`config.mk`:
```
export PLATFORM = sky130hd
export DESIGN_NAME = mpde_lane
export DESIGN_NICKNAME = d
export VERILOG_FILES = /design/src/rtl/mpde_pkg.sv /design/src/rtl/mpde_lane.sv
export SDC_FILE = /design/constraint.sdc
export NUM_CORES = 1
export LEC_CHECK = 0
export BUFFER_PORTS_ARGS = -buffer_cell sky130_fd_sc_hd__buf_2
export CAP_MARGIN = 5
export CORE_MARGIN = 8
export CORE_UTILIZATION = 44
export CTS_CLUSTER_SIZE = 14
export DETAILED_ROUTE_END_ITERATION = 8
export GPL_ROUTABILITY_DRIVEN = 0
export GPL_TIMING_DRIVEN = 0
export PLACE_DENSITY = 0.56
export SYNTH_ARGS = -nofsm -noshare
export SYNTH_HDL_FRONTEND = slang
export SYNTH_SLANG_ARGS = --single-unit
```
`constraint.sdc`:
```
create_clock -name clk -period 19.28 [get_ports clk]
set_clock_uncertainty 0.2 [all_clocks]
set_input_delay 0 -clock clk [delete_from_list [all_inputs] [get_ports clk]]
set_output_delay 0 -clock clk [all_outputs]
set_load 0.1 [all_outputs]
```
`src/rtl/mpde_pkg.sv`:
```
// Shared types, constants and encode tables for the mask preview display encoder.
`timescale 1ns / 1ps

package mpde_pkg;

    localparam int FRAC_BITS = 12;
    localparam int ONE       = 1 << FRAC_BITS;

    localparam int PIX_W   = 16;
    localparam int POS_W   = 13;
    localparam int SIZE_W  = 11;
    localparam int DIV_W   = SIZE_W + 1;
    localparam int CLR_W   = 36;
    localparam int CH_W    = 12;
    localparam int W_W     = PIX_W + 1;
    localparam int DIFF_W  = PIX_W + 2;
    localparam int PROD_W  = DIFF_W + W_W;
    localparam int PR_W    = 34;
    localparam int THR_W   = FRAC_BITS + 1;
    localparam int SRCH    = 8;
    localparam int LANES   = 3;
    localparam int IDX_W   = 3;

    localparam int DIV_STAGES = POS_W;
    localparam int PIPE_LAT   = DIV_STAGES + 2 + 2 + SRCH + 1;

    localparam longint LIN_END  = (longint'(31308) << FRAC_BITS) / 64'd10000000;
    localparam int     LIN_BITS = $clog2(LIN_END + 1);

    localparam int GREY_R = 19661;
    localparam int GREY_G = 38666;
    localparam int GREY_B = 7209;

    localparam logic [IDX_W-1:0] REG_MODE    = 3'd0;
    localparam logic [IDX_W-1:0] REG_ALPHA   = 3'd1;
    localparam logic [IDX_W-1:0] REG_GREY    = 3'd2;
    localparam logic [IDX_W-1:0] REG_SIZE    = 3'd3;
    localparam logic [IDX_W-1:0] REG_COLOR_A = 3'd4;
    localparam logic [IDX_W-1:0] REG_COLOR_B = 3'd5;

    localparam logic [1:0] MODE_COPY   = 2'd0;
    localparam logic [1:0] MODE_MASK   = 2'd1;
    localparam logic [1:0] MODE_CHAN   = 2'd2;
    // spare code, behaves as copy
    localparam logic [1:0] MODE_UNUSED = 2'd3;

    typedef struct packed {
        logic signed [PIX_W-1:0] red;
        logic signed [PIX_W-1:0] green;
        logic signed [PIX_W-1:0] blue;
        logic signed [PIX_W-1:0] mask;
        logic [POS_W-1:0]        column;
        logic [POS_W-1:0]        row;
    } pixel_t;

    typedef struct packed {
        logic [7:0] out_blue;
        logic [7:0] out_green;
        logic [7:0] out_red;
    } result_t;

    typedef struct packed {
        logic signed [PIX_W-1:0] p;
        logic [FRAC_BITS:0]      chk;
        logic signed [W_W-1:0]   w;
        logic                    copy;
    } lane_in_t;

    typedef logic [THR_W-1:0] thr_tab_t [256];
    typedef logic [7:0] lin_tab_t [2**LIN_BITS];

    // exact test of 255*(1.055*(v/ONE)^(5/12) - 0.055) >= k - 0.5
    function automatic logic pow_test(longint v, longint k);
        logic [319:0] lhs;
        logic [319:0] rhs;
        longint n;
        n = (2 * k - 1) * 1000 + 28050;
        lhs = 320'd1;
        rhs = 320'd1;
        for (int i = 0; i < 5; i++) lhs = lhs * 320'(v);
        for (int i = 0; i < 12; i++) lhs = lhs * 320'd538050;
        for (int i = 0; i < 12; i++) rhs = rhs * 320'(n);
        for (int i = 0; i < 5; i++) rhs = rhs << FRAC_BITS;
        return lhs >= rhs;
    endfunction

    function automatic thr_tab_t build_thr();
        thr_tab_t t;
        longint lo;
        longint hi;
        longint mid;
        t[0] = '0;
        for (int k = 1; k < 256; k++) begin
            lo = LIN_END + 1;
            hi = ONE;
            while (lo < hi) begin
                mid = lo + ((hi - lo) >> 1);
                if (pow_test(mid, k)) hi = mid;
                else lo = mid + 1;
            end
            t[k] = THR_W'(lo);
        end
        return t;
    endfunction

    function automatic lin_tab_t build_lin();
        lin_tab_t t;
        longint r;
        for (int v = 0; v < 2**LIN_BITS; v++) begin
            r = (longint'(32946) * v + 5 * ONE) / (10 * ONE);
            t[v] = (r > 255) ? 8'd255 : 8'(r);
        end
        return t;
    endfunction

    localparam thr_tab_t THR_TAB = build_thr();
    localparam lin_tab_t LIN_TAB = build_lin();

    // 12-bit colour fraction into FRAC_BITS fixed point
    function automatic logic [FRAC_BITS:0] chk_fix(logic [CH_W-1:0] c);
        logic [FRAC_BITS+CH_W-1:0] t;
        t = {c, {FRAC_BITS{1'b0}}};
        return (FRAC_BITS + 1)'(t >> CH_W);
    endfunction

endpackage

```
`src/rtl/mpde_lane.sv`:
```
// One colour lane: checker blend, saturation and sRGB / copy byte encode.
`timescale 1ns / 1ps

module mpde_lane
    import mpde_pkg::*;
(
    input  logic     clk,
    input  logic     en,
    input  lane_in_t din,
    output logic [7:0] enc
);

    localparam int SUM_W = PROD_W + 1;
    localparam int CP_W  = PIX_W + 8;

    logic signed [PIX_W-1:0]  p1_reg;
    logic signed [PROD_W-1:0] prod_reg;
    logic                     copy1_reg;

    logic signed [PIX_W-1:0]  v2_reg;
    logic [7:0]               pre2_reg;
    logic                     srch2_reg;

    logic [THR_W-1:0] sv_reg  [SRCH];
    logic [7:0]       sn_reg  [SRCH];
    logic [7:0]       spre_reg[SRCH];
    logic             ssr_reg [SRCH];
    logic [7:0]       sn_next [SRCH];

    logic signed [DIFF_W-1:0] diff;
    logic signed [PROD_W-1:0] prod_next;
    logic signed [SUM_W-1:0]  sum;
    logic signed [SUM_W-1:0]  sh;
    logic signed [PIX_W-1:0]  v_next;
    logic [CP_W-1:0]          cpos;
    logic [CP_W-1:0]          cp;
    logic [7:0]               copy_b;
    logic [7:0]               srgb_pre;
    logic [7:0]               pre_next;
    logic                     srch_next;

    // p*(ONE-w) + chk*w folded as p*ONE + (chk-p)*w
    always_comb
    begin
        diff = DIFF_W'(signed'({1'b0, din.chk})) - DIFF_W'(din.p);
        prod_next = diff * din.w;
    end

    always_comb
    begin
        sum = (SUM_W'(p1_reg) <<< FRAC_BITS) + SUM_W'(prod_reg) + SUM_W'(ONE / 2);
        sh  = sum >>> FRAC_BITS;
        if (sh > SUM_W'(32767))
        begin
            v_next = 16'sh7FFF;
        end
        else if (sh < -SUM_W'(32768))
        begin
            v_next = 16'sh8000;
        end
        else
        begin
            v_next = PIX_W'(sh);
        end

        cpos = (p1_reg < 0) ? '0 : CP_W'(p1_reg[PIX_W-2:0]);
        cp = (((cpos << 8) - cpos) + CP_W'(ONE / 2)) >> FRAC_BITS;
        copy_b = (cp > CP_W'(255)) ? 8'd255 : cp[7:0];

        if (v_next <= 0)
        begin
            srgb_pre = 8'd0;
        end
        else if (v_next >= ONE)
        begin
            srgb_pre = 8'd255;
        end
        else
        begin
            srgb_pre = LIN_TAB[v_next[LIN_BITS-1:0]];
        end

        pre_next  = copy1_reg ? copy_b : srgb_pre;
        srch_next = !copy1_reg && (v_next > LIN_END) && (v_next < ONE);
    end

    // binary search over the monotone threshold table, one bit a stage
    always_comb
    begin
        logic [7:0]       n_in;
        logic [7:0]       cand;
        logic [THR_W-1:0] v_in;
        for (int s = 0; s < SRCH; s++)
        begin
            n_in = (s == 0) ? 8'd0 : sn_reg[(s == 0) ? 0 : s - 1];
            v_in = (s == 0) ? v2_reg[THR_W-1:0] : sv_reg[(s == 0) ? 0 : s - 1];
            cand = n_in | (8'h80 >> s);
            sn_next[s] = (THR_TAB[cand] <= v_in) ? cand : n_in;
        end
    end

    always_ff @(posedge clk)
    begin
        if (en)
        begin
            p1_reg    <= din.p;
            prod_reg  <= prod_next;
            copy1_reg <= din.copy;
            v2_reg    <= v_next;
            pre2_reg  <= pre_next;
            srch2_reg <= srch_next;
            sv_reg[0]   <= v2_reg[THR_W-1:0];
            spre_reg[0] <= pre2_reg;
            ssr_reg[0]  <= srch2_reg;
            for (int s = 1; s < SRCH; s++)
            begin
                sv_reg[s]   <= sv_reg[s-1];
                spre_reg[s] <= spre_reg[s-1];
                ssr_reg[s]  <= ssr_reg[s-1];
            end
            for (int s = 0; s < SRCH; s++)
            begin
                sn_reg[s] <= sn_next[s];
            end
        end
    end

    assign enc = ssr_reg[SRCH-1] ? sn_reg[SRCH-1] : spre_reg[SRCH-1];

endmodule
```
==> results of run 1 <==
==> synth_stat cells, drive strengths merged (5+ instances only) <==
master,count,share of area
nand4,24,0.0054
nand3,35,0.0063
o21ai,143,0.026
and2,134,0.030
nor3,46,0.0085
or3,13,0.0029
o221ai,5,0.0016
mux2,15,0.0061
mux4,6,0.0049
a22o,5,0.0018
o21a,30,0.0084
nand2,257,0.035
fa,297,0.21
ha,260,0.12
o211a,7,0.0025
buf,21,0.0038
nand3b,6,0.0016
or2,8,0.0018
a21oi,145,0.027
o211ai,20,0.0056
inv,476,0.064
a211oi,19,0.0053
edfxtp,261,0.28
nor2b,67,0.015
o311ai,9,0.0028
a21o,41,0.011
clkbuf,98,0.013
a311oi,5,0.0016
o31ai,11,0.0035
a221oi,10,0.0034
a31oi,20,0.0047
o22ai,14,0.0032
nor2,118,0.016
xnor2,40,0.013
and3,16,0.0038
nor4,12,0.0027
and4,6,0.0020
a21boi,13,0.0035
mux2i,13,0.0047
nand2b,34,0.0077
xor2,20,0.0063
==> worst max path at each step <==
stage,from,to,cells past startpoint
2_1_floorplan,din[18],prod_reg[33],37
3_3_place_gp,din[18],prod_reg[33],37
5_1_grt,din[32],prod_reg[33],37
4_1_cts,din[31],prod_reg[33],37
6_report,din[31],prod_reg[33],37
3_5_place_dp,din[18],prod_reg[33],37
==> cell type report <==
cell class              count  area (µm²)
fillers                  5901       32400
multi-input cells        1978       17600
flip-flops and latches    261        7840
inverters                 480        1800
well taps                 846        1060
clock buffers              34         702
repair buffers             84         613
plain buffers             119         474
clock inverters            14        91.3
==> layer usage <==
metal / share of wire / track usage
met5: 0 / 0
met2: 0.49 / 0.349
met1: 0.42 / 0.261
met4: 0.033 / 0.0603
met3: 0.061 / 0.0257
==> through the flow <==
stage / instances / worst slack, ns / hold WS, ns / area [µm²]
after detailed placement: 3741 / 8.39 / -0.0147 / 29100
after global routing: 3816 / 7.56 / 0.0290 / 30200
after global placement: 3738 / 8.46 / -0.0207 / 29000
after floorplan: 2838 / 10.93 / -0.101 / 27700
after CTS: 3816 / 8.42 / 0.0185 / 30200
final: 3816 / 8.37 / 0.0352 / 30200
==> kinds of logic (layout without fill, tap and decap cells) <==
family,after synthesis,count (layout)
compound gates,538,538
xor+xnor,60,60
fa+ha+maj,557,557
buf+inv,599,731
flops,261,261
mux,34,34
simple gates,789,789
==> critical path, delay by kind of cell <==
kind,cells,cell delay (ns)
XOR/XNOR,1,0.77
AO/OA/AOI/OAI,14,3.07
adder cells (fa/ha/maj),9,4.22
AND/OR/NAND/NOR,7,1.38
buffers and inverters,6,1.53
==> impl_metrics.tcl, run 1 <==
set metrics [dict create \
    r2r-start "p1_reg[0]" \
    grt_overflow 0 \
    drive_gt1_frac 0.0522 \
    first_pass_iters 6 \
    worstMarginPinSlew_ns 1.13 \
    synth_ff_type "edfxtp_1" \
    synthToLayoutAreaGrowth_pct 8.92 \
    status "finished, final reports clean" \
    synthesis.nets 3444 \
    die_x_um 267 \
    setup_viol 0 \
    dp_hpwl_mm 57.3 \
    post_cts_resized 0 \
    grt_max_degree 120 \
    routed_wl_mm 72.2 \
    yosysSeqAreaShare 0.283 \
    core-area_um2 62600 \
    fp-row-count 92 \
    startpoint_type "input port" \
    grt_pass1_wl_mm 116 \
    cts_tree "built" \
    max_stage_delay_ns 0.77 \
    clock_path_buffers 3 \
    largest_register_ffs 91 \
    syn_area_um2 27700 \
    synth_cell_types 91 \
    antenna_found_initial 0 \
    fmax_mhz 91.7 \
    criticalPathCategory "in2reg" \
    hp-start "din[37]" \
    min_path_type "in2reg" \
    drt_iter0_markers 2178 \
    vias_per_cell 5.46 \
    cts_buffers 27 \
    synth_top_family_by_area "adder cells" \
    synth_warnings 0 \
    htreeDepth 1 \
    path_clk_slew_ns 0.06 \
    synthArstFlopShare 0 \
    post_cts_buffers 0 \
    ios 57 \
    initial_utilization 0.443 \
    crit_top_cell "fa_1" \
    synth_cells 2838 \
    post_drt_wl_per_cell_um 18.9 \
    layout_commonest_cell "inv_1" \
    maxSlewHeadroom 0.241 \
    synth-edff-count 261 \
    die_area_um2 71300 \
    worstPathRequired_ns 19.38 \
    antennaDiodeCount 0 \
    critical_path.endpoint_type "flip-flop" \
    hold_violations 0 \
    ant_nets 0 \
    synth_compound_area_frac 0.125 \
    holdPathStages 2 \
    drcViolationCount 0 \
    fp.dieH_um 267 \
    rsz0062_at_grt "no" \
    postCtsHoldBufs 27 \
    yosys_register_bits 261 \
    root_buffer "clkbuf_16" \
    final_cell_mix "476 x inv_1, 297 x fa_1, 261 x edfxtp_1" \
    syn_avg_cell_area_um2 9.76 \
    cts_sinks 261 \
    slew_viol_final 0 \
    synth-simple-area-share 0.143 \
    io_buffers 54 \
    r2r_slack_ns 14.04 \
    r2r_cells 18 \
    r2r-end "pre2_reg[1]" \
    whs_endpoint "p1_reg[6]" \
    critPathArrivalTime_ns 11.01 \
    crit_slowest_cell "xnor2_1" \
    final.min_clock_period_ns 10.91 \
    yosys.area_share.xor_xnor 0.0190 \
    track_usage 0.201 \
    num_vias 20835 \
    tns_ns 0 \
    synth.area.mux_share 0.0157 \
    cap_viol_max_count 0 \
    fin_nets 3557 \
    fin_crit_sh 0.566 \
    grt_pass1_vias 21506 \
    cp_max_fo 10 \
    synthAdderAreaFrac 0.332 \
    clkLatencyLatePin_ns 0.55 \
    utilization 0.482 \
]
Power of run 1 is left out: the tool's default activity adds up to more than one toggle a clock period on the data nets, which glitch-free logic cannot reach.
==> run 2: changes to the inputs <==
==> constraint.sdc (replaced) <==
create_clock -name clk -period 10.55 [get_ports clk]
set_clock_uncertainty 0.2 [all_clocks]
set_input_delay 0 -clock clk [delete_from_list [all_inputs] [get_ports clk]]
set_output_delay 0 -clock clk [all_outputs]
set_load 0.1 [all_outputs]
==> impl_metrics.tcl, run 2 (synthesis gave the netlist of run 1 again) <==
set metrics [dict create \
    status "finished with violations" \
    violations "DRC" \
    cts_sinks 261 \
    r2r-end "pre2_reg[1]" \
    max_stage_delay_ns 0.64 \
    htreeDepth 1 \
    routed_wl_mm 72.3 \
    post_cts_buffers 0 \
    clock_path_buffers 3 \
    ant_nets 0 \
    die_x_um 267 \
    final.min_clock_period_ns 9.82 \
    critPathArrivalTime_ns 9.97 \
    setup_slack_ns 0.733 \
    cap_viol_max_count 0 \
    rsz0062_at_grt "no" \
    post_drt_wl_per_cell_um 18.9 \
    final_cell_mix "476 x inv_1, 297 x fa_1, 261 x edfxtp_1" \
    cts_buffers 27 \
    crit_top_cell "fa_1" \
    cts_tree "built" \
    vias_per_cell 5.46 \
    fin_crit_sh 0.930 \
    core-area_um2 62600 \
    die_area_um2 71300 \
    crit_start "din[18]" \
    fmax_mhz 102 \
    min_path_type "in2reg" \
    grt_pass1_wl_mm 116 \
    critical_path.endpoint_type "flip-flop" \
    stdcell_area_um2 30300 \
    drive_gt1_frac 0.0545 \
    r2r-start "p1_reg[0]" \
    hold_violations 0 \
    fp-row-count 92 \
    fp.dieH_um 267 \
    drcViolationCount 2 \
    cp_max_fo 10 \
    setup_viol 0 \
    initial_utilization 0.443 \
    layout_commonest_cell "inv_1" \
    num_vias 20834 \
    pre_cts_ws_ns -0.340 \
    synthToLayoutAreaGrowth_pct 9.17 \
    startpoint_type "input port" \
    r2r_slack_ns 5.31 \
    clkLatencyLatePin_ns 0.55 \
    criticalPathCategory "in2reg" \
    maxSlewHeadroom 0.235 \
    fin_nets 3559 \
    slew_viol_final 0 \
    first_pass_iters 9 \
    track_usage 0.201 \
    worstPathRequired_ns 10.70 \
    root_buffer "clkbuf_16" \
    grt_overflow 0 \
    antenna_found_initial 3 \
    largest_register_ffs 91 \
    path_clk_slew_ns 0.06 \
    crit_slowest_cell "fa_1" \
    tns_ns 0 \
    drt_iter0_markers 2103 \
    crit_end "prod_reg[33]" \
    placed_area_um2 29100 \
    grt_max_degree 120 \
    r2r_cells 18 \
    worstMarginPinSlew_ns 1.14 \
    io_buffers 54 \
    dp_hpwl_mm 57.3 \
    grt_pass1_vias 21525 \
    ios 57 \
]
[run 2: through the flow]
stage | util | instances | hold slack [ns]
finish | 0.483 | 3819 | 0.0351
CTS | 0.482 | 3818 | 0.0185
global route | 0.483 | 3818 | 0.0290
floorplan | - | 2838 | -0.101
detailed placement | 0.465 | 3741 | -0.0147
global placement | 0.464 | 3738 | -0.0207
[run 2: cell type report]
type	count	area, µm²
tap	846	1060
timing repair buffer	86	633
buffer	119	475
fill	5893	32400
antenna	1	2.50
inverter	480	1800
sequential	261	7840
clock buffer	34	702
clock inverter	14	91.3
multi-input combinational	1978	17600
[run 2: worst min path at each step]
| stage | startpoint | to | slack [ns] | depth (start not counted) |
|---|---|---|---|---|
| 2_1_floorplan | din[0] | copy1_reg | -0.10 | 0 |
| 3_3_place_gp | din[0] | copy1_reg | -0.02 | 1 |
| 3_5_place_dp | din[0] | copy1_reg | -0.01 | 1 |
| 4_1_cts | din[35] | p1_reg[4] | 0.02 | 2 |
| 5_1_grt | din[37] | p1_reg[6] | 0.03 | 2 |
| 6_report | din[37] | p1_reg[6] | 0.04 | 2 |
[run 2: routing by layer]
metal	share of wire	GRT usage
met4	0.033	0.0603
met2	0.49	0.350
met5	0	0
met3	0.064	0.0256
met1	0.42	0.261
[run 2: worst max-delay path: cells and delay by family]
kind,cells,cell delay (ns)
AOI/OAI and AO/OA,17,3.67
and+or+nand+nor,5,1.07
adders and majority gates,9,4.36
buffers and inverters,7,0.84
[run 2: repair_timing]
| action | 4_1_cts | 5_1_grt |
|---|---|---|
| hold buffers | 29 | 0 |
| endpoints found under the setup margin | 0 | 3 |
| hold endpoints to repair | 87 | 0 |
| resized for setup | 0 | 10 |
Power of run 2 is left out for the same reason.
