**src/rtl/mpde_pkg.sv**
```systemverilog
// Shared types, constants and encode tables for the mask preview display encoder.
`timescale 1ns / 1ps

package mpde_pkg;

    localparam int FRAC_BITS = 12;
    localparam int ONE       = 1 << FRAC_BITS;

    localparam int PIX_W   = 16;
    localparam int POS_W   = 13;
    localparam int SIZE_W  = 11;
    localparam int DIV_W   = SIZE_W + 1;
    localparam int CLR_W   = 36;
    localparam int CH_W    = 12;
    localparam int W_W     = PIX_W + 1;
    localparam int DIFF_W  = PIX_W + 2;
    localparam int PROD_W  = DIFF_W + W_W;
    localparam int PR_W    = 34;
    localparam int THR_W   = FRAC_BITS + 1;
    localparam int SRCH    = 8;
    localparam int LANES   = 3;
    localparam int IDX_W   = 3;

    localparam int DIV_STAGES = POS_W;
    localparam int PIPE_LAT   = DIV_STAGES + 2 + 2 + SRCH + 1;

    localparam longint LIN_END  = (longint'(31308) << FRAC_BITS) / 64'd10000000;
    localparam int     LIN_BITS = $clog2(LIN_END + 1);

    localparam int GREY_R = 19661;
    localparam int GREY_G = 38666;
    localparam int GREY_B = 7209;

    localparam logic [IDX_W-1:0] REG_MODE    = 3'd0;
    localparam logic [IDX_W-1:0] REG_ALPHA   = 3'd1;
    localparam logic [IDX_W-1:0] REG_GREY    = 3'd2;
    localparam logic [IDX_W-1:0] REG_SIZE    = 3'd3;
    localparam logic [IDX_W-1:0] REG_COLOR_A = 3'd4;
    localparam logic [IDX_W-1:0] REG_COLOR_B = 3'd5;

    localparam logic [1:0] MODE_COPY   = 2'd0;
    localparam logic [1:0] MODE_MASK   = 2'd1;
    localparam logic [1:0] MODE_CHAN   = 2'd2;
    // spare code, behaves as copy
    localparam logic [1:0] MODE_UNUSED = 2'd3;

    typedef struct packed {
        logic signed [PIX_W-1:0] red;
        logic signed [PIX_W-1:0] green;
        logic signed [PIX_W-1:0] blue;
        logic signed [PIX_W-1:0] mask;
        logic [POS_W-1:0]        column;
        logic [POS_W-1:0]        row;
    } pixel_t;

    typedef struct packed {
        logic [7:0] out_blue;
        logic [7:0] out_green;
        logic [7:0] out_red;
    } result_t;

    typedef struct packed {
        logic signed [PIX_W-1:0] p;
        logic [FRAC_BITS:0]      chk;
        logic signed [W_W-1:0]   w;
        logic                    copy;
    } lane_in_t;

    typedef logic [THR_W-1:0] thr_tab_t [256];
    typedef logic [7:0] lin_tab_t [2**LIN_BITS];

    // exact test of 255*(1.055*(v/ONE)^(5/12) - 0.055) >= k - 0.5
    function automatic logic pow_test(longint v, longint k);
        logic [319:0] lhs;
        logic [319:0] rhs;
        longint n;
        n = (2 * k - 1) * 1000 + 28050;
        lhs = 320'd1;
        rhs = 320'd1;
        for (int i = 0; i < 5; i++) lhs = lhs * 320'(v);
        for (int i = 0; i < 12; i++) lhs = lhs * 320'd538050;
        for (int i = 0; i < 12; i++) rhs = rhs * 320'(n);
        for (int i = 0; i < 5; i++) rhs = rhs << FRAC_BITS;
        return lhs >= rhs;
    endfunction

    function automatic thr_tab_t build_thr();
        thr_tab_t t;
        longint lo;
        longint hi;
        longint mid;
        t[0] = '0;
        for (int k = 1; k < 256; k++) begin
            lo = LIN_END + 1;
            hi = ONE;
            while (lo < hi) begin
                mid = lo + ((hi - lo) >> 1);
                if (pow_test(mid, k)) hi = mid;
                else lo = mid + 1;
            end
            t[k] = THR_W'(lo);
        end
        return t;
    endfunction

    function automatic lin_tab_t build_lin();
        lin_tab_t t;
        longint r;
        for (int v = 0; v < 2**LIN_BITS; v++) begin
            r = (longint'(32946) * v + 5 * ONE) / (10 * ONE);
            t[v] = (r > 255) ? 8'd255 : 8'(r);
        end
        return t;
    endfunction

    localparam thr_tab_t THR_TAB = build_thr();
    localparam lin_tab_t LIN_TAB = build_lin();

    // 12-bit colour fraction into FRAC_BITS fixed point
    function automatic logic [FRAC_BITS:0] chk_fix(logic [CH_W-1:0] c);
        logic [FRAC_BITS+CH_W-1:0] t;
        t = {c, {FRAC_BITS{1'b0}}};
        return (FRAC_BITS + 1)'(t >> CH_W);
    endfunction

endpackage

```
**src/rtl/mpde_rem.sv**
```systemverilog
// Pipelined restoring remainder unit: one quotient bit per stage.
`timescale 1ns / 1ps

module mpde_rem
    import mpde_pkg::*;
(
    input  logic             clk,
    input  logic             en,
    input  logic [POS_W-1:0] value,
    input  logic [DIV_W-1:0] divisor,
    output logic [DIV_W-1:0] rem
);

    logic [DIV_W-1:0] rem_reg  [DIV_STAGES];
    logic [POS_W-1:0] val_reg  [DIV_STAGES];
    logic [DIV_W-1:0] rem_next [DIV_STAGES];
    logic [POS_W-1:0] val_next [DIV_STAGES];

    always_comb
    begin
        logic [DIV_W-1:0] r_in;
        logic [POS_W-1:0] v_in;
        logic [DIV_W:0]   t;
        for (int s = 0; s < DIV_STAGES; s++)
        begin
            r_in = (s == 0) ? '0 : rem_reg[(s == 0) ? 0 : s - 1];
            v_in = (s == 0) ? value : val_reg[(s == 0) ? 0 : s - 1];
            t = {r_in, v_in[POS_W-1]};
            if (t >= {1'b0, divisor})
            begin
                t = t - {1'b0, divisor};
            end
            rem_next[s] = t[DIV_W-1:0];
            val_next[s] = {v_in[POS_W-2:0], 1'b0};
        end
    end

    always_ff @(posedge clk)
    begin
        if (en)
        begin
            for (int s = 0; s < DIV_STAGES; s++)
            begin
                rem_reg[s] <= rem_next[s];
                val_reg[s] <= val_next[s];
            end
        end
    end

    assign rem = rem_reg[DIV_STAGES-1];

endmodule

```
**config.mk**
```make
export PLATFORM = sky130hd
export DESIGN_NAME = mpde_rem
export DESIGN_NICKNAME = d
export VERILOG_FILES = /design/src/rtl/mpde_pkg.sv /design/src/rtl/mpde_rem.sv
export SDC_FILE = /design/constraint.sdc
export NUM_CORES = 1
export LEC_CHECK = 0
export BUFFER_PORTS_ARGS = -buffer_cell sky130_fd_sc_hd__buf_4
export CAP_MARGIN = 20
export CORE_MARGIN = 2
export CORE_UTILIZATION = 40
export CTS_CLUSTER_DIAMETER = 100
export CTS_CLUSTER_SIZE = 8
export DETAILED_ROUTE_END_ITERATION = 7
export HOLD_SLACK_MARGIN = 0.12
export PLACE_DENSITY = 0.56
export SYNTH_ARGS = -nofsm -noshare
export SYNTH_HDL_FRONTEND = slang
export SYNTH_SLANG_ARGS = --single-unit
```
**constraint.sdc**
```tcl
create_clock -name clk -period 5.8 [get_ports clk]
set_clock_uncertainty 0.2 [all_clocks]
set_input_delay 1.16 -clock clk [delete_from_list [all_inputs] [get_ports clk]]
set_output_delay 1.16 -clock clk [all_outputs]
set_load 0.02 [all_outputs]
```
==> results.md, run 1 <==
- The placeable core area is approximately 39,000 um^2.
- After synthesis, the cell types taking the most area are edfxtp_1 45%, ha_1 12%, mux2_2 8.0%.
- The largest individual stage delay along the critical path comes from the cell inv_1.
- Measured against its own limit, the worst slew margin works out to 0.3277.
- The count of buffers added by post-CTS timing repair for setup is 0.
- The signal on the critical path passes through buf_4, inv_1, ha_1, a21oi_1, nand2_1, o21ai_0, a21oi_1, o32ai_2, mux2_2.
- The half-perimeter wire length of the detailed placement result is between 20 and 25 mm.
- The worst min-delay path class is flip-flop to flip-flop.
- The final number of max-transition violations was 0.
- The routed design has about 35 mm of wire.
- Of the cells placed in the final design, the portion with a size suffix greater than 1 is 0.1628.
- The sequential fraction of the synthesis area is 0.4482.
- The die footprint is between 40,000 and 50,000 um^2.
- The number of flip-flops under the largest register name is 156.
- The vertical die dimension is roughly 200 um.
- The start point of the worst min-delay path is val_reg[1][44]$_DFFE_PP_.
- The cell taking the most area after synthesis is edfxtp_1.
- The worst path buffer plus inverter count is 2.
- The number of antenna diodes in the final layout is 0.
- In this run the clock root is driven by a clkbuf_16.
- The number of buffers added by the clock tree synthesis step is 35.
- The tool flagged a number of max-cap violations equal to 0.
- Clock-pin slew was measured on the worst setup and hold paths at ~0.050 ns.
- In this run the static leakage power is 6.728 nW.
- The number of nets handed over by synthesis was between 1,500 and 2,000.
- The main flop type after synthesis is edfxtp_1.
- For this block, the initial DRC count from the detailed router was roughly 540.
- The smallest setup slack after layout is around 1.6 ns.
- The data arrival at the endpoint of the critical path is roughly 4.2 ns.
- The startpoint class of the critical path is an input port.
- The cell family with the largest share of critical-path delay is compound AO/OA/AOI/OAI gates.
- Dividing the detail-routed wire length by the instance count gives 18.11 um.
- Row generation in the floorplan step produced slightly above 70 rows.
- In this design, the stage delay of the slowest critical-path cell is 0.66 ns.
- 39 I/O pins were placed.
- The measured slew at the worst slew-check pin is about 1 ns.
- The synthesized netlist cell count is ~1,400.
- The pin count of the biggest net entering global routing is 110.
- The DRC violation count after routing is 0.
- The cell with the most instances on the worst path is a21oi_1.
- At the end of routability-driven placement, the weighted congestion stood at slightly below 0.9.
- For this run, the number of standard cells in the final layout without fillers is roughly 1,900.
- Subtracting the final worst setup slack from the clock period gives 4.152 ns.
- The summed negative setup slack over all endpoints is 0 ns.
- The first global-routing pass estimated 55.59 mm of wire.
- In the final design database the tool counted 1,590 nets.
- The worst-case IR drop observed on VDD is ~0.22 mV.
- The total congestion overflow is 0.
- The setup path with the least slack is of type input port to flip-flop.
- The synthesis warning total is 0.
- The register bit total from synthesis is 234.
- The part of the cycle the worst path needs is 0.7158.
- The combined global-route utilization of all metal layers is 0.1709.
- The average instance area after synthesis is approximately 12 um^2.
- The clock passes through at most 3 buffers.
- The most instantiated library cell after synthesis is edfxtp_1.
- Clock latency on the worst-skew pair, taken at its later pin, is 0.52 ns.
- For this configuration, the core starts out at a cell density of 0.4057.
- The total vias in the final route is between 10,000 and 15,000.
- The number of antenna violations at the first check in global routing is 0.
- The setup violation total in the final timing report is 0.
- The worst setup path startpoint is divisor[6].
- The first detailed-routing pass ran for 5 iterations.
- STA classifies the critical path endpoint as a flip-flop.
- Once the clock tree was built, the resizer swapped 0 gates to a different size.
- In this run the power density over the cells is roughly 540 nW/um^2.
- The final hold violation count came to 0.
- The post-detailed-route count of antenna-violating nets is 0.
- OpenSTA, run right after detailed placement, puts the worst setup slack at approximately 1.1 ns.
- In the synthesized netlist the async set-or-reset flop fraction comes to 0.
- Compared with the post-synthesis result, the final layout area differs by 11.47%.
- The run finished with clean final reports.
- The CTS tree is done.
- The number of buffers added on ports is 38.
- Yosys mapped the design onto 66 distinct sky130hd cell types.
- Timing would allow up to 240.9 MHz.
- The startpoint identified for the worst register-to-register timing path is rem_reg[1][0]$_DFFE_PP_.
- The width of the chip is 202.0 um.
- The commonest cells after synthesis are 234 x edfxtp_1, 146 x ha_1, 112 x mux2_2.
- Along the worst path, the maximum fanout reaches 12.
- The via count of the first global-routing pass was 10,426.
- The total standard cell area after synthesis is roughly 16,000 um^2.
- Once placement completed, the tool counted placed cells totaling 1,886.
- Total power for the finished layout comes to between 9 and 10 mW.
- The H-tree was split into 2 levels.
- Setup repair after global routing left no endpoint under its margin.
- Hold is met by about 0.21 ns.
- For the worst setup path, the data required time is 5.86 ns.
- The number of buffers inserted for hold repair after clock tree synthesis is 0.
- The clock net in this run drives a total of between 200 and 250 sinks.
- Yosys mapped a number of flops with a built-in enable equal to 234.
- The top-area cell type share of the netlist area is 0.4482.
- The number of vias per cell after detailed routing is 5.595.
-- worst reg2reg max path: cells and delay by family, from the launching register on --
kind	cells	cell delay, ns
multiplexers	1	0.43
flip-flops	1	0.47
adder cells (fa/ha/maj)	1	0.32
AND/OR/NAND/NOR	1	0.15
AO/OA/AOI/OAI	4	1.44
-- path summary, 6_finish.rpt --
check                                                 to  slack (ns)  cells after the start
worst min register to register   val_reg[2][9]$_DFFE_PP_        0.21                      0
worst max-delay path            rem_reg[1][19]$_DFFE_PP_        1.65                      9
worst min-delay path             val_reg[2][9]$_DFFE_PP_        0.21                      0
worst max register to register  rem_reg[1][19]$_DFFE_PP_        2.54                      7
-- cell type report --
type,instances,area [um^2]
multi-input cells,1018,8217
well taps,518,648.1
flip-flops and latches,234,7027
clock buffers,36,900.9
inverters,64,240.2
repair buffers,52,410.4
clock inverters,3,33.78
fillers,3534,21170
-- metal layers --
layer  vias up  GRT usage  wire length, um
met5         -          0                0
met1      5156     0.2461            17250
li1       5296          -                -
met3        70    0.02483             1447
met2       249     0.2598            15060
met4         0    0.06565             1119
-- report_power, final --
| part | internal, mW | switching, mW | leakage [nW] | total, mW |
|---|---|---|---|---|
| combinational | 2.25 | 2.32 | 3.98 | 4.58 |
| sequential | 2.66 | 0.330 | 2.28 | 2.99 |
| clock | 1.09 | 0.715 | 0.459 | 1.81 |
| total | 6.01 | 3.37 | 6.73 | 9.38 |
-- stage by stage --
step | utilization | cell area (um^2)
3_5_place_dp | 0.4280 | 16540
6_report | 0.4522 | 17480
5_1_grt | 0.4522 | 17480
4_1_cts | 0.4522 | 17480
2_1_floorplan | - | 15680
3_3_place_gp | 0.4280 | 16540
-- cell usage in the layout, fill, tap and decap left out, drive strengths merged, types with 15 or more instances in the layout --
| cell | synthesis | final |
|---|---|---|
| a21o | 19 | 19 |
| nand2b | 21 | 21 |
| nor4 | 21 | 21 |
| nand4 | 24 | 24 |
| nand2 | 43 | 43 |
| xnor2 | 58 | 58 |
| a31oi | 15 | 15 |
| buf | 21 | 52 |
| nor2b | 21 | 21 |
| clkbuf | 18 | 36 |
| o21ai | 43 | 43 |
| nand3 | 31 | 31 |
| mux2i | 22 | 22 |
| inv | 64 | 65 |
| edfxtp | 234 | 234 |
| xor2 | 39 | 39 |
| mux2 | 121 | 121 |
| o21a | 26 | 26 |
| nor2 | 81 | 81 |
| ha | 146 | 146 |
| a21oi | 95 | 95 |
| nor3 | 30 | 30 |
-- logic make-up after synthesis --
| kind of cell | count (synthesis) | share of synthesized area |
|---|---|---|
| simple gates | 321 | 0.1071 |
| flops | 234 | 0.4482 |
| buf+inv | 103 | 0.02865 |
| mux | 143 | 0.1031 |
| xor+xnor | 97 | 0.05419 |
| fa+ha+maj | 158 | 0.1318 |
| compound gates | 299 | 0.1270 |
(Power assumes the default switching activity.)
==> run 2: changes to the inputs <==
clock period = 4.32 ns   (was 5.8 ns; I/O delays follow)
==> results.md, run 2 (same netlist as run 1, synthesis figures left out) <==
- Once detail routing completed, the nets flagged for antenna violations numbered 0.
- The total congestion overflow is 0.
- The number of antenna diodes is 0.
- The worst min-delay path class is flip-flop to flip-flop.
- The via count of the first global-routing pass is between 10,000 and 15,000.
- The flow ran to the end, and the final reports show no timing, DRC or antenna violations.
- The number of buffers inserted for hold repair after clock tree synthesis is 0.
- The half-perimeter wire length of the detailed placement result is approximately 25 mm.
- The pre-antenna-repair detailed-routing pass consisted of 5 iterations.
- STA classifies the critical path startpoint as an input port.
- For this run, the share of the core covered by cells in the final layout is 0.4566.
- The proportion of layout cells with a drive suffix above 1 is 0.1739.
- Counting the buffers created by CTS gives 35.
- After layout, the minimum clock period comes to about 3.5 ns.
- The standard-cell row count is 72.
- The area of combinational cells with multiple inputs is 8217 um^2.
- The clock latency on the worst-skew pair is roughly 0.52 ns.
- The number of vias per cell after detailed routing is around 5.5.
- Final hold analysis gives a worst-case slack of between 0.2 and 0.25 ns.
- The setup violation total in the final timing report is 0.
- Setup repair after global routing left no endpoint under its margin.
- The DRC violation count after routing is 0.
- The register with the most flip-flops in the layout has ~160 of them.
- The clock net in this run drives a total of 234 sinks.
- The final hold violation count is 0.
- Routability-driven placement finished with a final weighted congestion of between 0.8 and 0.9.
- For this run, the top clock speed supported by timing is 283.3 MHz.
- The top-level port count is 39.
- Entering global routing, the biggest net connects 89 pins.
- The wire length of the first global-routing pass is 56.97 mm.
- For this configuration, the core starts out at a cell density of 0.4057.
- The combined global-route utilization of all metal layers is 0.1763.
- In the final timing run, aggregate negative setup slack is 0 ns.
- In the final design database the tool counted 1,609 nets.
- In this run the tool buffered the top-level ports with 38 buffer cells.
- Of the available clock period, the critical path in the final layout requires 0.8170.
- The placeable core area is 38,650 um^2.
- After detailed placement, the total cell area comes to about 17,000 um^2.
- Wires add up to roughly 36 mm.
- The count of maximum capacitance violations is 0.
- The leakage power of the design is around 7 nW.
- The count of buffers added by post-CTS timing repair for setup is 0.
- With fillers left out, the area of the finished cells amounts to about 18,000 um^2.
- Across the whole layout, storage elements account for around 7000 um^2.
- The clock tree buffer depth is 3.
- Relative to the synthesized area, the layout overhead comes to 12.54%.
- After detailed routing, the average wire length per cell comes to between 15 and 20 um.
- The setup path with the least slack is of type input port to flip-flop.
- At the worst endpoint, the required time is approximately 4.4 ns.
- The number of H-tree levels is 2.
- In this run the power density over the cells is between 700 and 800 nW/um^2.
- Summing over every cut layer, the via total after detailed routing is between 10,000 and 15,000.
- The clock tree root driver cell is clkbuf_16.
- TritonCTS built the clock tree.
- Data on the critical path arrives at its endpoint at around 3.6 ns.
- The library cell used most frequently in the layout, excluding fill and tap cells, is edfxtp_1.
- VDD sags by at most around 0.27 mV.
- Fill cells in the final layout number between 3,000 and 4,000.
- The number of antenna violations at the first check in global routing is 0.
- Measured along the x axis, the die boundary spans a little over 200 um.
- In the layout the commonest cells are 234 x edfxtp_1, 146 x ha_1, 112 x mux2_2.
- Clock-pin slew was measured on the worst setup and hold paths at roughly 0.050 ns.
- The power after layout is around 13 mW.
- The detailed router finished its first iteration with between 500 and 600 violations.
- The worst setup path is captured at a flip-flop.
- The die footprint is 40,800 um^2.
- In this run the worst path has a maximum fanout of 11.
- The final number of max-transition violations is 0.
- The worst slew margin relative to its limit is 0.4025.
- The measured slew at the worst slew-check pin is a little under 0.9 ns.
- The die is 202.0 um tall.
- The post-cts gate resize count is 0.
-- run 2: changes by cell type in the layout (fill, tap and decap cells not counted) --
cell,delta
buf_4,+17
buf_12,+2
-- run 2: layout make-up --
type	instances	area share
clock buffers	36	0.05106
clock inverters	3	0.001915
inverters	64	0.01362
multi-input cells	1018	0.4657
flip-flops and latches	234	0.3982
well taps	518	0.03673
repair buffers	71	0.03276
-- run 2: power breakdown --
| part | internal, mW | switching, mW | leakage, nW |
|---|---|---|---|
| Clock | 1.47 | 0.956 | 0.459 |
| Sequential | 3.57 | 0.449 | 2.28 |
| Combinational | 3.09 | 3.13 | 4.08 |
-- run 2: path summary, 6_finish.rpt --
path / slack, ns / endpoint / depth (start not counted) / from
setup / recovery: 0.79 / rem_reg[0][39]$_DFFE_PP_ / 9 / divisor[5]
hold reg to reg: 0.21 / val_reg[1][23]$_DFFE_PP_ / 0 / val_reg[1][10]$_DFFE_PP_
setup reg to reg: 1.23 / rem_reg[0][29]$_DFFE_PP_ / 8 / rem_reg[0][12]$_DFFE_PP_
hold / removal: 0.21 / val_reg[1][23]$_DFFE_PP_ / 0 / val_reg[1][10]$_DFFE_PP_
-- run 2: layer usage --
metal | routed length (um) | share of wire | global-route usage
met5 | 0 | 0 | 0
met4 | 788 | 0.022 | 0.04963
met3 | 1238 | 0.035 | 0.02531
met2 | 16310 | 0.46 | 0.2836
met1 | 17230 | 0.48 | 0.2481
-- run 2: worst max-delay path, stage by stage --
cell and delay [ns]:
buf_4 0.11, inv_1 0.64, ha_1 0.41, nor2_1 0.12, nor2_1 0.11, o21ai_1 0.10, a31oi_1 0.28, o32a_1 0.54
mux2_2 0.41
-- run 2: stage by stage --
| step | worst slack, ns | cells |
|---|---|---|
| after CTS | 0.8557 | 1944 |
| final | 0.7904 | 1944 |
| after floorplan | 0.06229 | 1355 |
| after global placement | 0.4124 | 1905 |
| after global routing | 0.6518 | 1944 |
| after detailed placement | 0.3229 | 1905 |
==> run 3: changes to the inputs <==
PLACE_DENSITY = 0.58   (was 0.56)
clock period = 3 ns   (was 4.32 ns; I/O delays follow)
==> results.md, run 3 (same netlist as run 1, synthesis figures left out) <==
- Wires add up to between 30 and 40 mm.
- The placeable core area is ~39,000 um^2.
- The via count of the first global-routing pass came to 12,154.
- The post-detailed-route count of antenna-violating nets is 0.
- The share of total power in combinational logic is 0.549.
- The combined global-route utilization of all metal layers is 0.1972.
- The total vias in the final route is ~12,000.
- The path with the worst hold slack has its endpoint at val_reg[0][15]$_DFFE_PP_.
- The depth of the worst register-to-register path is 8.
- In this run the tightest slew margin relative to its limit is 0.6429.
- Tracing the worst setup path back leads to its startpoint at rem_reg[0][12]$_DFFE_PP_.
- The library cell used most frequently in the layout, excluding fill and tap cells, is buf_4.
- The share of total power dissipated in sequential elements is 0.281.
- TritonCTS built the clock tree.
- The tree is rooted in a clkbuf_16.
- The minimum period implied by the final worst setup slack is 2.961 ns.
- For this run the aggregate overflow at the end of global routing stands at 0.
- The area growth from synthesis to layout is 30.90%.
- The clock share of power is 0.170.
- The post-placement setup slack is -0.4679 ns.
- The width of the chip is around 200 um.
- After legalization and detailed placement, the total HPWL measured around 30 mm.
- Counting along the longest clock path gives a buffer depth of 3.
- The instance count along the most critical hold path is 0.
- The initial core utilization is 0.4057.
- The number of H-tree levels is 2.
- The switching power summed over all nets is about 7 mW.
- STA puts the critical path data required time at 3.08 ns.
- After detailed routing, the number of remaining DRC violations is 0.
- For the pin with the worst max-slew slack, the measured transition is 0.5221 ns.
- The endpoint of the most critical register-to-register path is rem_reg[0][30]$_DFFE_PP_.
- The internal portion of the total power is 13.60 mW.
- The fraction of power spent switching nets is 0.3437.
- Setup repair after global routing left no endpoint under its margin.
- At the worst endpoint, the arrival time is just over 3 ns.
- The library cells used most frequently in the layout, excluding fill and tap cells, are 365 x buf_4, 234 x edfxtp_1, 142 x ha_1.
- After floorplanning, the core was divided into 72 placement rows.
- Of all nets on the critical path, the largest fanout is 12.
- Counting the buffers created by CTS gives 35.
- The count of maximum capacitance violations is 0.
- Entering global routing, the biggest net connects 67 pins.
- In this run the static leakage power is 8.564 nW.
- Before antenna repair, the detailed router went through 4 iterations.
- The wire length of the first global-routing pass is around 64 mm.
- The final number of max-transition violations is 0.
- The die covers approximately 40,000 um^2.
- The worst min-delay path class is flip-flop to flip-flop.
- The per-cell routed wire length is approximately 18 um.
- The final hold violation count is 0.
- Setup violations remaining at the end of the flow were counted as 0.
- The count of buffers added on input and output ports is 38.
- Clock latency on the worst-skew pair, taken at its later pin, is ~0.53 ns.
- The top-level port count is 39.
- The net count of the finished layout is between 1,500 and 2,000.
- The final RePlAce weighted congestion is just under 0.9.
- Across all hold checks on the routed design, the worst slack comes to approximately 0.21 ns.
- The tree built by TritonCTS fans out to around 230 sinks.
- In this run the power density over the cells is a little over 1000 nW/um^2.
- After clock tree synthesis, the clock-pin slew on the worst setup and hold paths is about 0.05 ns.
- The flow ran to the end, and the final reports show no timing, DRC or antenna violations.
- The starting DRC count in detailed routing is 642.
- The worst IR drop on VDD is roughly 0.4 mV.
- The start point of the worst min-delay path is val_reg[0][2]$_DFFE_PP_.
- The count of placed standard cells in the final layout, fillers left out is between 2,000 and 2,500.
- The number of antenna violations at the first check in global routing was 0.
- The proportion of layout cells with a drive suffix above 1 is 0.3299.
- The finished cells cover 20,520 um^2.
- The reg-to-reg setup timing slack is 0.04 ns.
- The number of flip-flops under the largest register name is between 150 and 200.
- The fill cell instance count of the final layout is about 3,300.
- The number of vias per cell after detailed routing is 5.293.
- The startpoint of the most critical register-to-register path is rem_reg[0][12]$_DFFE_PP_.
- The category of the critical setup timing path is flip-flop to flip-flop.
- The timing-limited maximum frequency is roughly 340 MHz.
- Dividing the final minimum period by the clock period gives 0.9870.
- In this run the vertical extent of the chip is approximately 200 um.
- The nature of the critical path endpoint is a flip-flop.
- The worst setup path is launched from a flip-flop.
- Once placement completed, the tool counted placed cells totaling between 2,000 and 2,500.
- The smallest setup slack after layout is 0.03913 ns.
- The total placed instance area is approximately 19,000 um^2.
- 0 antenna diodes ended up in the layout.
[run 3: cell types whose count changed in the layout (fill, tap and decap cells not counted), moves of 2 or more]
cell	change
mux2_2	-19
nor2b_1	-2
buf_4	+298
mux2_4	+19
dlygate4sd3_1	+12
a21oi_2	+2
buf_12	+15
ha_4	+4
a21oi_1	-3
nor2b_4	+2
ha_1	-4
[run 3: timing repair]
action | CTS | global route
setup endpoints to repair | 1 | 37
pin swaps | 0 | 5
resized for setup | 1 | 7
hold buffers | 12 | 0
endpoints found under the hold margin | 12 | 0
setup buffers | 0 | 3
[run 3: power groups by stage]
| stage | Clock, mW | Sequential [mW] | Combinational (mW) |
|---|---|---|---|
| 2_1_floorplan | 0 | 5.50 | 7.51 |
| 3_3_place_gp | 0 | 5.89 | 11.0 |
| 3_5_place_dp | 0 | 5.87 | 11.2 |
| 4_1_cts | 3.64 | 5.83 | 11.3 |
| 5_1_grt | 3.76 | 5.92 | 12.5 |
| 6_report | 3.52 | 5.82 | 11.4 |
[run 3: metal layers]
metal | part of all wire | GRT usage
met5 | 0 | 0
met4 | 0.029 | 0.06434
met3 | 0.044 | 0.03692
met2 | 0.46 | 0.3204
met1 | 0.47 | 0.2657
[run 3: worst max path at each step]
stage	to	slack, ns	depth (start not counted)
global placement	rem_reg[0][57]$_DFFE_PP_	-0.40	10
CTS	rem_reg[1][22]$_DFFE_PP_	0.01	10
detailed placement	rem_reg[0][57]$_DFFE_PP_	-0.47	10
global route	rem_reg[1][8]$_DFFE_PP_	0.005	11
finish	rem_reg[0][30]$_DFFE_PP_	0.04	8
floorplan	rem_reg[0][26]$_DFFE_PP_	-0.74	9
[run 3: critical path, stage by stage, from the launching register on]
cell and delay (ns):
edfxtp_1 0.51, ha_4 0.31, nor2b_4 0.13, o31a_1 0.26, or4_4 0.45, a221oi_4 0.27
o21ai_2 0.10, buf_12 0.17, mux2_4 0.30
[run 3: metrics by stage]
step                      setup TNS [ns]    util  power (mW)
after floorplan                   -62.52       -       13.01
after global placement            -39.25  0.5022       16.90
after global routing                   0  0.5310       22.18
after CTS                              0  0.5296       20.80
after detailed placement          -43.96  0.5022       17.11
final                                  0  0.5310       20.72
[run 3: layout make-up]
type                       instances  area [um^2]  share of cell area
clock buffer                      36        900.9             0.04389
timing repair buffer             397         3247              0.1582
multi-input combinational       1018         8423              0.4104
sequential                       234         7027              0.3424
clock inverter                     3        33.78            0.001646
inverter                          64        244.0             0.01189
tap                              518        648.1             0.03158
